[src/sv/ndaw_pkg.sv]
// ----------------------------------------------------------------------------
// ndaw_pkg
// Types and constants shared by the N-d array address walker.
// ----------------------------------------------------------------------------
package ndaw_pkg;

    localparam int NDIM     = 3;
    localparam int COORD_W  = 16;
    localparam int OFFSET_W = 32;
    localparam int CFG_IDX_W  = 3;
    localparam int CFG_DATA_W = 16;

    // Operation codes
    localparam logic [1:0] FUNC_LOAD    = 2'd0;
    localparam logic [1:0] FUNC_ADVANCE = 2'd1;
    localparam logic [1:0] FUNC_SKIP    = 2'd2;

    // Status codes
    localparam logic [2:0] ST_OK      = 3'd0;
    localparam logic [2:0] ST_RANGE   = 3'd1;
    localparam logic [2:0] ST_SCALAR  = 3'd2;
    localparam logic [2:0] ST_END     = 3'd3;
    localparam logic [2:0] ST_TOOMANY = 3'd4;

    // Configuration register indexes
    localparam logic [CFG_IDX_W-1:0] CFG_DIMS = 3'd0;
    localparam logic [CFG_IDX_W-1:0] CFG_LB0  = 3'd1;
    localparam logic [CFG_IDX_W-1:0] CFG_UB0  = 3'd2;
    localparam logic [CFG_IDX_W-1:0] CFG_LB1  = 3'd3;
    localparam logic [CFG_IDX_W-1:0] CFG_UB1  = 3'd4;
    localparam logic [CFG_IDX_W-1:0] CFG_LB2  = 3'd5;
    localparam logic [CFG_IDX_W-1:0] CFG_UB2  = 3'd6;

    typedef struct packed {
        logic [1:0]                func;
        logic [1:0]                given_count;
        logic signed [COORD_W-1:0] start_coord_0;
        logic signed [COORD_W-1:0] start_coord_1;
        logic signed [COORD_W-1:0] start_coord_2;
        logic [1:0]                skip_len;
    } t_in_item;

    typedef struct packed {
        logic [OFFSET_W-1:0]       linear_offset;
        logic signed [COORD_W-1:0] coord_out_0;
        logic signed [COORD_W-1:0] coord_out_1;
        logic signed [COORD_W-1:0] coord_out_2;
        logic [2:0]                status;
    } t_out_item;

    typedef enum logic [2:0] {
        S_IDLE,
        S_EXEC,
        S_MUL,
        S_ADD,
        S_DONE
    } t_state;

    // Controller to datapath
    typedef struct packed {
        logic capture;
        logic exec;
        logic mul;
        logic add;
        logic done;
    } t_dp_cmd;

    // Datapath to controller
    typedef struct packed {
        logic go_loop;   // offset needs a Horner pass over at least one dimension
        logic last_step; // final dimension of the pass
    } t_dp_stat;

endpackage

[src/sv/ndaw_ctrl.sv]
// ----------------------------------------------------------------------------
// ndaw_ctrl
// Sequencer: accept, execute, offset loop, result hand-over.
// ----------------------------------------------------------------------------
module ndaw_ctrl import ndaw_pkg::*; (
    input  logic     i_clk,
    input  logic     i_rst_n,
    input  logic     i_in_valid,
    output logic     o_in_stall,
    output logic     o_out_valid,
    input  logic     i_out_stall,
    input  t_dp_stat i_stat,
    output t_dp_cmd  o_cmd
);

    t_state r_state, n_state;
    logic   r_out_valid, n_out_valid;

    always_ff @(posedge i_clk) begin
        if (!i_rst_n) begin
            r_state     <= S_IDLE;
            r_out_valid <= 1'b0;
        end else begin
            r_state     <= n_state;
            r_out_valid <= n_out_valid;
        end
    end

    always_comb begin
        n_state = r_state;
        o_cmd   = '0;
        case (r_state)
            S_IDLE: begin
                if (i_in_valid) begin
                    o_cmd.capture = 1'b1;
                    n_state       = S_EXEC;
                end
            end
            S_EXEC: begin
                o_cmd.exec = 1'b1;
                n_state    = i_stat.go_loop ? S_MUL : S_DONE;
            end
            S_MUL: begin
                o_cmd.mul = 1'b1;
                n_state   = S_ADD;
            end
            S_ADD: begin
                o_cmd.add = 1'b1;
                n_state   = i_stat.last_step ? S_DONE : S_MUL;
            end
            S_DONE: begin
                // wait for the output register to free up
                if (!r_out_valid || !i_out_stall) begin
                    o_cmd.done = 1'b1;
                    n_state    = S_IDLE;
                end
            end
            default: begin
                n_state = S_IDLE;
            end
        endcase
        n_out_valid = o_cmd.done | (r_out_valid & i_out_stall);
    end

    assign o_in_stall  = (r_state != S_IDLE);
    assign o_out_valid = r_out_valid;

endmodule

[src/sv/ndaw_datapath.sv]
// ----------------------------------------------------------------------------
// ndaw_datapath
// Config registers, coordinate/offset state, step logic and the shared
// multiply-add used for Horner evaluation of the column-major offset.
// ----------------------------------------------------------------------------
module ndaw_datapath import ndaw_pkg::*; #(
    parameter int MAX_DIMS    = 3,
    parameter int OFFSET_BITS = 32
) (
    input  logic                  i_clk,
    input  logic                  i_rst_n,
    input  logic                  i_cfg_we,
    input  logic [CFG_IDX_W-1:0]  i_cfg_idx,
    input  logic [CFG_DATA_W-1:0] i_cfg_data,
    input  t_in_item              i_in_data,
    input  t_dp_cmd               i_cmd,
    output t_dp_stat              o_stat,
    output t_out_item             o_out_data
);

    localparam int OB = OFFSET_BITS;

    logic [1:0]                r_dims;
    logic signed [COORD_W-1:0] r_lb    [NDIM];
    logic signed [COORD_W-1:0] r_ub    [NDIM];
    logic signed [COORD_W-1:0] r_coord [NDIM];
    logic [OB-1:0]             r_offset;

    t_in_item      r_in;
    logic [2:0]    r_status;
    logic          r_recomp;
    logic [OB-1:0] r_acc;
    logic [OB-1:0] r_prod;
    logic [1:0]    r_idx;
    t_out_item     r_out;

    logic [1:0]                w_n;
    logic signed [COORD_W-1:0] x_coord [NDIM];
    logic [2:0]                x_status;
    logic                      x_commit;
    logic                      x_recomp;
    logic                      x_incr;

    logic [1:0]    w_sel;
    logic [31:0]   w_diff32;
    logic [31:0]   w_ext32;
    logic [OB-1:0] w_diff;
    logic [OB-1:0] w_ext;
    logic [OB-1:0] w_prod;
    logic [OB-1:0] w_final;

    assign w_n = (r_dims > 2'(MAX_DIMS)) ? 2'(MAX_DIMS) : r_dims;

    // ---- configuration ----
    always_ff @(posedge i_clk) begin
        if (!i_rst_n) begin
            r_dims <= '0;
            for (int d = 0; d < NDIM; d++) begin
                r_lb[d] <= '0;
                r_ub[d] <= '0;
            end
        end else if (i_cfg_we) begin
            case (i_cfg_idx)
                CFG_DIMS: r_dims  <= i_cfg_data[1:0];
                CFG_LB0:  r_lb[0] <= i_cfg_data;
                CFG_UB0:  r_ub[0] <= i_cfg_data;
                CFG_LB1:  r_lb[1] <= i_cfg_data;
                CFG_UB1:  r_ub[1] <= i_cfg_data;
                CFG_LB2:  r_lb[2] <= i_cfg_data;
                CFG_UB2:  r_ub[2] <= i_cfg_data;
                default: begin
                end
            endcase
        end
    end

    // ---- step logic: new coordinates and status from the captured item ----
    always_comb begin
        logic signed [COORD_W-1:0] sc [NDIM];
        logic [1:0] first;
        logic       ok;
        logic       any_below;
        logic       all_low;

        sc[0] = r_in.start_coord_0;
        sc[1] = r_in.start_coord_1;
        sc[2] = r_in.start_coord_2;
        first     = '0;
        ok        = 1'b1;
        any_below = 1'b0;
        all_low   = 1'b1;
        for (int d = 0; d < NDIM; d++) x_coord[d] = r_coord[d];
        x_status = ST_OK;
        x_commit = 1'b0;
        x_recomp = 1'b0;
        x_incr   = 1'b0;

        case (r_in.func)
            FUNC_LOAD: begin
                if (r_in.given_count > w_n) begin
                    x_status = ST_TOOMANY;
                end else begin
                    first = w_n - r_in.given_count;
                    for (int d = 0; d < NDIM; d++) begin
                        if (2'(d) >= w_n) begin
                            x_coord[d] = '0;
                        end else if (2'(d) < first) begin
                            x_coord[d] = r_lb[d];
                        end else begin
                            x_coord[d] = sc[d];
                            if (sc[d] < r_lb[d] || sc[d] > r_ub[d]) ok = 1'b0;
                        end
                    end
                    if (ok) begin
                        x_commit = 1'b1;
                        x_recomp = 1'b1;
                    end else begin
                        x_status = ST_RANGE;
                    end
                end
            end
            FUNC_ADVANCE: begin
                if (w_n == 2'd0) begin
                    x_status = ST_SCALAR;
                end else begin
                    for (int d = 0; d < NDIM; d++)
                        if (2'(d) < w_n && r_coord[d] < r_ub[d]) any_below = 1'b1;
                    if (!any_below) begin
                        x_status = ST_END;
                    end else begin
                        x_commit   = 1'b1;
                        x_incr     = 1'b1;
                        x_coord[0] = x_coord[0] + 16'sd1;
                        for (int d = 0; d < NDIM - 1; d++) begin
                            if (2'(d + 1) < w_n && x_coord[d] > r_ub[d]) begin
                                x_coord[d + 1] = x_coord[d + 1] + 16'sd1;
                                x_coord[d]     = r_lb[d];
                            end
                        end
                    end
                end
            end
            FUNC_SKIP: begin
                if (w_n == 2'd0) begin
                    x_status = ST_SCALAR;
                end else begin
                    x_commit = 1'b1;
                    x_recomp = 1'b1;
                    if (r_in.skip_len >= w_n) begin
                        // close every dimension: last one goes one past its end
                        for (int d = 0; d < NDIM; d++) begin
                            if (2'(d + 1) < w_n)  x_coord[d] = r_lb[d];
                            if (2'(d + 1) == w_n) x_coord[d] = r_ub[d] + 16'sd1;
                        end
                    end else begin
                        for (int d = 0; d < NDIM; d++) begin
                            if (2'(d) < r_in.skip_len) begin
                                if (x_coord[d] != r_lb[d]) all_low = 1'b0;
                                x_coord[d] = r_lb[d];
                            end
                        end
                        if (!all_low) begin
                            for (int d = 0; d < NDIM; d++)
                                if (2'(d) == r_in.skip_len) x_coord[d] = x_coord[d] + 16'sd1;
                            for (int d = 0; d < NDIM - 1; d++) begin
                                if (2'(d) >= r_in.skip_len && 2'(d + 1) < w_n &&
                                    x_coord[d] > r_ub[d]) begin
                                    x_coord[d + 1] = x_coord[d + 1] + 16'sd1;
                                    x_coord[d]     = r_lb[d];
                                end
                            end
                        end
                    end
                    for (int d = 0; d < NDIM; d++)
                        if (2'(d) < w_n && (x_coord[d] < r_lb[d] || x_coord[d] > r_ub[d]))
                            x_status = ST_END;
                end
            end
            default: begin
            end
        endcase
    end

    // ---- Horner term select: acc = acc * extent[idx-1] + diff[idx-1] ----
    assign w_sel    = r_idx - 2'd1;
    assign w_diff32 = {{16{r_coord[w_sel][COORD_W-1]}}, r_coord[w_sel]}
                    - {{16{r_lb[w_sel][COORD_W-1]}}, r_lb[w_sel]};
    assign w_ext32  = {{16{r_ub[w_sel][COORD_W-1]}}, r_ub[w_sel]}
                    - {{16{r_lb[w_sel][COORD_W-1]}}, r_lb[w_sel]} + 32'd1;
    assign w_diff   = w_diff32[OB-1:0];
    assign w_ext    = w_ext32[OB-1:0];
    assign w_prod   = r_acc * w_ext;
    assign w_final  = r_recomp ? r_acc : r_offset;

    assign o_stat.go_loop   = x_recomp && (w_n != 2'd0);
    assign o_stat.last_step = (r_idx == 2'd1);

    // ---- architectural state ----
    always_ff @(posedge i_clk) begin
        if (!i_rst_n) begin
            for (int d = 0; d < NDIM; d++) r_coord[d] <= '0;
            r_offset <= '0;
        end else begin
            if (i_cmd.exec && x_commit)
                for (int d = 0; d < NDIM; d++) r_coord[d] <= x_coord[d];
            if (i_cmd.exec && x_incr)
                r_offset <= r_offset + OB'(1);
            if (i_cmd.done && r_recomp)
                r_offset <= r_acc;
        end
    end

    // ---- working registers ----
    always_ff @(posedge i_clk) begin
        if (i_cmd.capture) r_in <= i_in_data;
        if (i_cmd.exec) begin
            r_status <= x_status;
            r_recomp <= x_recomp;
            r_acc    <= '0;
            r_idx    <= w_n;
        end
        if (i_cmd.mul) r_prod <= w_prod;
        if (i_cmd.add) begin
            r_acc <= r_prod + w_diff;
            r_idx <= r_idx - 2'd1;
        end
        if (i_cmd.done) begin
            r_out.linear_offset <= OFFSET_W'(w_final);
            r_out.coord_out_0   <= r_coord[0];
            r_out.coord_out_1   <= r_coord[1];
            r_out.coord_out_2   <= r_coord[2];
            r_out.status        <= r_status;
        end
    end

    assign o_out_data = r_out;

endmodule

[src/sv/nd_array_address_walker_core.sv]
// ----------------------------------------------------------------------------
// nd_array_address_walker_core
// Column-major address walker for arrays of up to three dimensions: load,
// advance and skip operations on a coordinate, each giving one result.
// ----------------------------------------------------------------------------
//
//  channel  | valid        | stall        | payload
//  ---------+--------------+--------------+-------------------------------
//  input    | i_in_valid   | o_in_stall   | i_in_data  (t_in_item)
//  output   | o_out_valid  | i_out_stall  | o_out_data (t_out_item)
//  config   | i_cfg_we     | (none)       | i_cfg_idx, i_cfg_data
//
//  Advance and status-only cases go straight from the execute step to the
//  hand-over step; load and skip first rebuild the offset with one shared
//  multiply-add unit, one dimension in use per multiply/add step pair.
//  Reset is synchronous, active low; it clears config, coordinates, offset.
//  A result waits in the output register while the next input is taken.
//  A stalled output only holds the block at the hand-over step.
//
module nd_array_address_walker_core import ndaw_pkg::*; #(
    parameter int MAX_DIMS    = 3,
    parameter int OFFSET_BITS = 32
) (
    input  logic                  i_clk,
    input  logic                  i_rst_n,
    // input item channel
    input  logic                  i_in_valid,
    output logic                  o_in_stall,
    input  t_in_item              i_in_data,
    // result channel
    output logic                  o_out_valid,
    input  logic                  i_out_stall,
    output t_out_item             o_out_data,
    // configuration writes
    input  logic                  i_cfg_we,
    input  logic [CFG_IDX_W-1:0]  i_cfg_idx,
    input  logic [CFG_DATA_W-1:0] i_cfg_data
);

    t_dp_cmd  w_cmd;
    t_dp_stat w_stat;

    // Sequencer: IDLE takes a transfer, EXEC commits the step, MUL/ADD run the
    // offset loop, DONE loads the output register.
    ndaw_ctrl u_ctrl (
        .i_clk       (i_clk),
        .i_rst_n     (i_rst_n),
        .i_in_valid  (i_in_valid),
        .o_in_stall  (o_in_stall),
        .o_out_valid (o_out_valid),
        .i_out_stall (i_out_stall),
        .i_stat      (w_stat),
        .o_cmd       (w_cmd)
    );

    // Coordinate state, bounds and the multiply-add.
    ndaw_datapath #(
        .MAX_DIMS    (MAX_DIMS),
        .OFFSET_BITS (OFFSET_BITS)
    ) u_dp (
        .i_clk      (i_clk),
        .i_rst_n    (i_rst_n),
        .i_cfg_we   (i_cfg_we),
        .i_cfg_idx  (i_cfg_idx),
        .i_cfg_data (i_cfg_data),
        .i_in_data  (i_in_data),
        .i_cmd      (w_cmd),
        .o_stat     (w_stat),
        .o_out_data (o_out_data)
    );

endmodule

[config.mk]
export PLATFORM = sky130hd
export DESIGN_NAME = nd_array_address_walker_core
export DESIGN_NICKNAME = d
export VERILOG_FILES = /design/src/sv/ndaw_pkg.sv /design/src/sv/ndaw_ctrl.sv /design/src/sv/ndaw_datapath.sv /design/src/sv/nd_array_address_walker_core.sv
export SDC_FILE = /design/constraint.sdc
export NUM_CORES = 2
export LEC_CHECK = 0
export BUFFER_PORTS_ARGS = -buffer_cell sky130_fd_sc_hd__buf_4
export CAP_MARGIN = 10
export CORE_ASPECT_RATIO = 1.2
export CORE_UTILIZATION = 60
export CTS_BUF_LIST = sky130_fd_sc_hd__clkbuf_8
export DETAILED_ROUTE_END_ITERATION = 16
export PLACE_DENSITY_LB_ADDON = 0.08
export SYNTH_ARGS = -nofsm -noshare
export SYNTH_HDL_FRONTEND = slang
export SYNTH_SLANG_ARGS = --single-unit
[constraint.sdc]
create_clock -name i_clk -period 30.7 [get_ports i_clk]
set_input_delay 6.14 -clock i_clk [delete_from_list [all_inputs] [get_ports i_clk]]
set_output_delay 6.14 -clock i_clk [all_outputs]
set_load 0.03 [all_outputs]
==> results.ini <==
[outcome]
status=complete, no violations

[finish]
areaGrowthSynthToFinish_pct=8.088
final_nets=6473
finalNonFillerCells=6574
post-route-util=0.6561
drive_gt1_frac=0.08345
design_area_sq_mm=0.05195

[global_route]
met1_usage=0.4633
grt.busiest_layer=met2
grt_max_degree=98
grt.overflow.total=0
track_usage=0.4013
grt_pass1_wl_mm=244.3
antenna_found_initial=5
met2_usage=0.6769
grt_pass1_vias=41190
use_met3=0.05945

[clocking]
numCtsBuffers=70
root_buffer=clkbuf_8
clock_latency_ps=730
holdBufCountCts=0
htreeDepth=3
cts.sinks=389
tritoncts=built
cts_setup_buffers=0
path_clk_slew_ps=70
cts_resized=0
cts.path.max_buffers=3

[floorplanning]
fp.dieH_um=312.0
dieArea_sq_mm=0.08125
start_util=0.6070
io_pins=163
coreArea_sq_mm=0.07918
die_x_um=260.4
placementRows=113

[critical_path]
cp_slowest_cell=buf_4
cp-end-kind=flip-flop
critPathRequiredTime_ps=31150
reg2reg_depth=45
reg2reg_from=u_dp.r_idx[0]
startpoint=u_dp.r_idx[0]
path_max_fanout=97
crit_type=reg2reg
path_common_cell=fa_1
cpPeakStageDelay_ps=620
critPathArrivalTime_ps=14130
start_kind=flip-flop

[timing]
fin_tns_setup_ps=0
rsz0062_at_grt=false
fin_worst_skew_ps=51.63
period_minus_slack_ps=13680
fin_crit_sh=0.4457
fmax_mhz=73.08
worstMarginPinSlew_ps=1254
finalHoldViolCount=0
slew_viol_final=0
finalSetupViolCount=0
maxSlewHeadroom=0.1581

[yosys]
ys_types=86
syn_nets=6407
async_reset_ff_frac=0
syn_inst=5414
yosysSeqAreaShare=0.2351
yosys_most_used_dff=edfxtp_1
avgSynthCellArea_sq_um=8.878
yosysTopAreaCellShare=0.2193
ys_ff_latch=389
synth_top_cell_by_area=edfxtp_1
synth.most_common_cell=inv_1
synth_edf_count=351
synthTopCellsByCount=inv_1, nand2_1, ha_1, fa_1, edfxtp_1
synth_area_sq_mm=0.04806
synth.area.top_cells=edfxtp_1, fa_1, ha_1, inv_1, nand2_1
yosysWarningCount=0

[routing]
avgViaCountPerCell=6.202
drt_iter0_drc=3373
drc=0
first_pass_iters=7
wl_per_cell_um=24.52
ant_nets=0
wl_mm=161.2
vias=40770

[hold_path]
hold_class=reg2reg
worstHoldStart=u_dp.r_status[2]
hold_depth=0

[placed_design]
dp.cells=6443
place.detailed.hpwl_mm=124.6
place_area_sq_mm=0.05054
port-buffer-count=162
gp_congestion=1.023

[flow_run]
cap_violations=0

-- sequential cells by signal, indices dropped and copies added (netlist names), 3 cells and up --
name             count
u_dp.r_coord        48
u_dp.r_offset       32
u_dp.o_out_data     83
u_dp.r_status        3
u_dp.r_ub           48
u_dp.r_acc          32
u_ctrl.r_state       3
u_dp.r_prod         32
u_dp.r_in           54
u_dp.r_lb           48
-- cell type report --
cell class,count,area [sq um]
fill,6746,27220
tap,1035,1295
multi-input combinational,4040,33260
timing repair buffer,268,2012
clock inverter,55,399.1
sequential,389,11300
inverter,711,2669
antenna,3,7.507
clock buffer,73,1005
-- through the flow --
step / setup slack [ps] / hold slack (ps)
final: 17020 / 414.8
after global routing: 16200 / 415.9
after CTS: 17010 / 414.5
after detailed placement: 17030 / 405.4
after global placement: 17230 / 406.7
after floorplan: 18340 / 400.3
-- cells in the final DEF (no fill, tap or decap), types with 9 or more instances in the layout --
master / count
nor2_1: 291
mux2i_1: 116
o21ai_0: 244
clkbuf_8: 73
a221oi_1: 21
nor4_1: 28
edfxtp_1: 351
nor2b_1: 58
nand3_1: 104
inv_1: 729
nand3b_1: 10
a21boi_0: 13
o21bai_1: 17
nand4_1: 76
ha_1: 502
a22o_1: 15
fa_1: 412
dfxtp_1: 38
a21oi_1: 316
xor2_1: 120
mux2_2: 48
or3_1: 15
a21o_1: 104
nor3_1: 74
nor3b_1: 19
o211ai_1: 21
buf_4: 268
a211oi_1: 23
nand2b_1: 47
xnor2_1: 191
a31oi_1: 30
o21a_1: 51
and3_1: 41
and2_1: 168
nand2_1: 680
clkinv_1: 16
o221ai_1: 9
o22ai_1: 28
-- layer usage --
layer,vias up,routed length (um)
li1,18430,-
met1,19760,58170
met2,1966,78080
met3,617,12190
met4,2,12770
met5,-,16
-- worst paths after layout --
path,end,slack (ps)
max reg2reg,u_dp.r_prod[31],17020
max,u_dp.r_prod[31],17020
min,u_dp.o_out_data[2],410
min reg2reg,u_dp.o_out_data[2],410
-- cell families (layout without fill, tap and decap cells) --
| logic type | Yosys count | after routing | synth area share |
|---|---|---|---|
| fa+ha+maj | 915 | 915 | 0.3025 |
| flops | 389 | 389 | 0.2351 |
| simple gates | 1649 | 1649 | 0.1616 |
| other cells | 0 | 3 | 0 |
| xor+xnor | 323 | 323 | 0.06058 |
| compound gates | 988 | 988 | 0.1270 |
| buf+inv | 985 | 1107 | 0.07739 |
| mux | 165 | 165 | 0.03572 |
-- critical path: cells and delay by family, from the launching register on --
kind	cells	cell delay, ps
buf+inv	9	1880
flops	1	320
simple gates	6	1390
compound gates	6	1730
xor+xnor	13	2960
fa+ha+maj	11	5130
Power is left out: the tool's default activity adds up to more than one toggle a clock period on the data nets, which glitch-free logic cannot reach.
